==> src/hdl/assert_macros.svh <==
// ----------------------------------------------------------------------------
// Assertion macros
// Shared concurrent assertion wrappers for the isoline cell detector.
// ----------------------------------------------------------------------------
`ifndef ASSERT_MACROS_SVH
`define ASSERT_MACROS_SVH

// The property must hold at every clock edge outside reset.
`define MICD_ASSERT(lbl, clk_s, rstn_s, prop) \
	lbl: assert property (@(posedge clk_s) disable iff (!rstn_s) (prop)) \
		else $error("micd assertion failed");

// The condition must never be true at a clock edge outside reset.
`define MICD_ASSERT_NEVER(lbl, clk_s, rstn_s, cond) \
	lbl: assert property (@(posedge clk_s) disable iff (!rstn_s) !(cond)) \
		else $error("micd forbidden condition seen");

`endif

==> src/hdl/micd_pkg.sv <==
// ----------------------------------------------------------------------------
// micd_pkg
// Types and constants shared by the isoline cell detector modules.
// ----------------------------------------------------------------------------
`default_nettype none

package micd_pkg;

	localparam int CFG_WIDTH_BITS = 11;
	localparam int LEVEL_BITS     = 16;
	localparam int CODE_BITS      = 4;
	localparam int QUEUE_DEPTH    = 4;
	localparam int QUEUE_CNT_BITS = $clog2(QUEUE_DEPTH + 1);

	typedef struct packed {
		logic valid;
		logic emit;
		logic col0;
	} micd_cell_ctl_t;

	typedef struct packed {
		logic [CODE_BITS-1:0] code;
		logic                 row_end;
	} micd_result_t;

endpackage

`default_nettype wire

==> src/hdl/micd_queue.sv <==
// ----------------------------------------------------------------------------
// micd_queue
// Short result queue between the cell pipeline and the output channel.
// ----------------------------------------------------------------------------
`default_nettype none

module micd_queue (
	input  wire                                  clk,
	input  wire                                  arst_n,
	input  wire                                  push,
	input  wire  micd_pkg::micd_result_t         push_data,
	input  wire                                  pop,
	output micd_pkg::micd_result_t               head,
	output logic [micd_pkg::QUEUE_CNT_BITS-1:0]  count
);
	import micd_pkg::*;

	localparam int PW = $clog2(QUEUE_DEPTH);

	micd_result_t               slot_q [QUEUE_DEPTH];
	logic [PW-1:0]              wr_q;
	logic [PW-1:0]              rd_q;
	logic [QUEUE_CNT_BITS-1:0]  cnt_q;
	logic                       do_pop;

	assign do_pop = pop && (cnt_q != '0);

	always_ff @(posedge clk) begin
		if (push) begin
			slot_q[wr_q] <= push_data;
		end
	end

	always_ff @(posedge clk or negedge arst_n) begin
		if (!arst_n) begin
			wr_q  <= '0;
			rd_q  <= '0;
			cnt_q <= '0;
		end else begin
			if (push) begin
				wr_q <= wr_q + PW'(1);
			end
			if (do_pop) begin
				rd_q <= rd_q + PW'(1);
			end
			cnt_q <= cnt_q + QUEUE_CNT_BITS'(push) - QUEUE_CNT_BITS'(do_pop);
		end
	end

	assign head  = slot_q[rd_q];
	assign count = cnt_q;

endmodule

`default_nettype wire

==> config.mk <==
export PLATFORM = sky130hd
export DESIGN_NAME = micd_queue
export DESIGN_NICKNAME = d
export VERILOG_FILES = /design/src/hdl/assert_macros.svh /design/src/hdl/micd_pkg.sv /design/src/hdl/micd_queue.sv
export SDC_FILE = /design/constraint.sdc
export NUM_CORES = 1
export LEC_CHECK = 0
export BUFFER_PORTS_ARGS = -buffer_cell sky130_fd_sc_hd__buf_2
export CAP_MARGIN = 40
export CORE_UTILIZATION = 40
export DETAILED_ROUTE_END_ITERATION = 6
export HOLD_SLACK_MARGIN = 0.06
export PLACE_DENSITY = 0.66
export SYNTH_ARGS = -nofsm -noshare
export SYNTH_HDL_FRONTEND = slang
export SYNTH_SLANG_ARGS = --single-unit
==> constraint.sdc <==
create_clock -name clk -period 2.5 [get_ports clk]
set_input_delay 0.125 -clock clk [delete_from_list [all_inputs] [get_ports clk]]
set_output_delay 0.125 -clock clk [all_outputs]
set_load 0.02 [all_outputs]
# Yosys cells after proc, flatten, opt, wreduce, memory -nomap -nowiden
# Memory sizes are Yosys's and may differ from the RTL's.
# Index checks and enable logic that the tools add are counted.
totals:
  regBits: 7
  latchBits: 0
  mem_bits_rw: 20
  mem_bits_ro: 0
  inputBits: 9
  elab_cells: 12
  memories: 1
mem_list:
  columns: ["memory", "depth", "width", "read_ports", "rd_ports_with_merged_regs", "write_ports", "line", "rtl"]
  rows:
  - ["slot_q", 4, 5, 1, 0, 1, "micd_queue.sv:20", "micd_result_t slot_q [QUEUE_DEPTH];"]
classes:
  n_addsub: 4
  multipliers: 0
  div: 0
  order_cmp: 0
  eq_ne: 0
  shifts: 0
  muxes: 2
  bitwise: 0
  reduce_logical: 2
op_table:
  columns: ["cell", "n"]
  rows:
  - ["$add A2 B1 Y2 const B", 2]
  - ["$add A3 B1 Y3", 1]
  - ["$reduce_bool A3 Y1", 1]
  - ["$sub A3 B1 Y3", 1]
  - ["$mux W1", 2]
  - ["$logic_and A1 B1 Y1", 1]

# Longest topological paths before layout
depth:
  word_depth: 3
  mapped_depth: 7
  mapped_depth_nobuf: 7

# Least setup slack after synthesis
# Ideal clock, no wire load.
synth_timing:
  kind: "flip-flop to flip-flop"
  from: "reg cnt_q[1], in the netlist count[1]"
  to: "reg cnt_q[2], in the netlist count[2]"
  setup_time_ps: 123
  arrival_ps: 1906
  path_slack_ps: 471
  path_stages_with_launch: 8
  path_buffers: 0
  path_cell_list: "dfrtp_1 > o31a_1 > ha_1 > inv_1 > ha_1 > fa_1 > xnor2_1 > xnor2_1"
synth_via:
  elab_chain_cells: 3
  word_cells_on_any_way: 4
  cone_classes: "add/sub: 2; reduce/logical: 2"
synth_lines:
  columns: ["item", "line", "rtl"]
  rows:
  - ["start, declared", "micd_queue.sv:23", "logic [QUEUE_CNT_BITS-1:0] cnt_q;"]
  - ["start signal, assigned", "micd_queue.sv:46", "cnt_q <= cnt_q + QUEUE_CNT_BITS'(push) - QUEUE_CNT_BITS'(do_pop);"]
  - ["$reduce_bool A3 Y1", "micd_queue.sv:26", "assign do_pop = pop && (cnt_q != '0);"]
  - ["$logic_and A1 B1 Y1", "micd_queue.sv:26", null]
  - ["net do_pop", "micd_queue.sv:24", "logic do_pop;"]
  - ["$sub A3 B1 Y3", "micd_queue.sv:46", null]
# The timed path passes the listed nets, and every way through them passes these cells.
# A chain may end at the register's enable or synchronous reset.

# Final worst setup path
# Same ends and word-level chain as after synthesis.

==> reports/results.ini <==
[clocking]
cts.sinks = 27
cts_max_level = 1
cts_setup_buffers = 0
post_cts_resized = 0
clkTransAtPathRegs_ps = 130
cts_tree = done
clockBufferDepth = 2
clock_latency_ps = 300
cts_root_buf = clkbuf_4
numCtsBuffers = 3

[timing]
post-route-period-util = 0.8002
hold-worst-slack_ps = 82.59
rsz0062_at_grt = false
setup_viol = 0
max_freq_mhz = 499.8
hold_violations = 0
setup_tns_ps = 0
slew_viol_final = 0
maxSlewHeadroom = 0.7327
finClkSkew_ps = 1.208
worst_slack_ps = 499.4
tightestPinTransition_ps = 400.9
period_needed_ps = 2001

[floorplan]
die_h_um = 54.82
core-area_mm2 = 0.002567
dieWidth_um = 54.82
rows = 18
pin_count = 17
initial_core_util = 0.4347
dieArea_mm2 = 0.003005

[detailed_routing]
highest_layer = met4
firstDrtPassIters = 2
vias = 554
drc = 0
drt_iter0_markers = 2
wl_per_cell_um = 14.07
dr_wl_met2_um = 808
wl_met1_um = 736
ant_nets = 0
wl_met3_um = 30
wl_um = 1604
avgViaCountPerCell = 4.860

[yosys]
synth_xor_area_frac = 0.03924
synth-edff-count = 20
ys.warnings.count = 0
async_flop_share = 0.2593
synth_cells = 60
syn_area_mm2 = 0.001116
synth_top_family_by_area = multiplexers
synth_nets = 76
yosys.area_share.simple = 0.02578
synthFlopType = edfxtp_1
yosys_register_bits = 27
ys_types = 15
synth_compound_area_frac = 0.02018
synth_fa_ha_area_frac = 0.08520
syn_area_per_cell_um2 = 18.60
synth_seq_area_share = 0.6951
synth_mux_area_frac = 0.1009

[power]
powerDensity_mw_per_mm2 = 1080
leakagePower_nw = 0.5164
power.total_mw = 1.410
peakVddDrop_v = 0.0006602

[hold_path]
min_from = push
min_path_type = input pin to flip-flop

[worst_setup_path]
critPathMaxFanout = 4
r2r-start = count[1]$_DFF_PN0_
worstSetupEndpointType = flip-flop
rrSetupSlack_ps = 500
arrival_ps = 2240
crit_path_start_kind = flip-flop
setup.worst_path.start = count[1]$_DFF_PN0_
cp.required_ps = 2740
critical_path_class = flip-flop to flip-flop

[layout]
drive_gt1_frac = 0.2857
synthToLayoutAreaGrowth_pct = 16.93
diodes = 0
stdcell_area_mm2 = 0.001305
finalNetCount = 101

[global_route]
grt_use_total = 0.1342
grt_pass1_vias = 571
grt_max_degree = 15
grt_overflow = 0
grt_pass1_wl_um = 2615
antenna_found_initial = 0

[placed_design]
portBuffers = 16
dp_hpwl_um = 1156
place_congestion = 0.6517
placed_area_mm2 = 0.001219
pre_cts_ws_ps = 513.6

[run_status]
status = finished clean

[flow_run]
max_cap_viol_count = 0

flip-flops by register name, indices dropped and copies added (netlist names):
| name | cells |
|---|---|
| wr_q | 2 |
| rd_q | 2 |
| count | 3 |
| slot_q | 20 |
routing by layer:
layer	GRT usage	up-vias
met5	0	-
met4	0.08974	0
met3	0.01667	2
met2	0.2088	9
met1	0.1739	276
li1	-	267
area by class of cell:
class	instances	area (um2)
fillers	226	1262
multi-input cells	25	302.8
inverters	6	22.52
clock buffers	4	26.28
well taps	30	37.54
flip-flops and latches	27	775.7
repair buffers	22	140.1
cells in the mapped netlist, drive strengths merged, types with 2 or more instances:
library cell / count / area [um2]
edfxtp: 20 / 600.6
dfrtp: 7 / 175.2
ha: 6 / 75.07
and2: 4 / 25.02
mux4: 5 / 112.6
xor2: 2 / 17.52
xnor2: 3 / 26.28
inv: 6 / 22.52
worst max-delay path: stages (launching register included):
cell and delay (ps):
dfrtp_1 430, o31a_1 330, ha_1 280, inv_1 40, ha_1 180, fa_1 370, xnor2_1 180, xnor2_1 130
kinds of logic after synthesis:
logic type	Yosys count
AOI/OAI and AO/OA	3
xor gates and xnor gates	5
adders and majority gates	7
buffers and inverters	8
DFF	27
muxes	5
and+or+nand+nor	5
report_power, final:
group	total, mW	switching [mW]	internal (mW)
clock network	0.175	0.113	0.0622
registers	0.721	0.110	0.611
logic	0.514	0.269	0.245
cells in the final DEF, fill, tap and decap left out, drive strengths merged:
| cell type | n |
|---|---|
| fa | 1 |
| dfrtp | 7 |
| xnor2 | 3 |
| edfxtp | 20 |
| o31a | 1 |
| clkbuf | 4 |
| inv | 6 |
| dlygate4sd3 | 6 |
| xor2 | 2 |
| o21ai | 1 |
| and2 | 4 |
| nand2 | 1 |
| mux4 | 5 |
| o311ai | 1 |
| buf | 16 |
| ha | 6 |
what timing repair did:
item                       4_1_cts  5_1_grt
setup endpoints to repair        0        0
hold endpoints to repair        27        0
hold buffers                     6        0
worst paths after layout:
| kind | endpoint | depth (start not counted) |
|---|---|---|
| worst min register to register | wr_q[0]$_DFFE_PN0P_ | 1 |
| worst min-delay path | wr_q[0]$_DFFE_PN0P_ | 2 |
| max in group asynchronous | rd_q[1]$_DFFE_PN0P_ | 2 |
| worst max register to register | count[2]$_DFF_PN0_ | 7 |
| min in group asynchronous | rd_q[0]$_DFFE_PN0P_ | 2 |
| worst max-delay path | count[2]$_DFF_PN0_ | 7 |
per-stage QoR:
stage	util	std cells
floorplan	-	60
global placement	0.4747	104
detailed placement	0.4747	104
CTS	0.5083	114
global route	0.5083	114
finish	0.5083	114
Power figures use the tool's default switching activity.
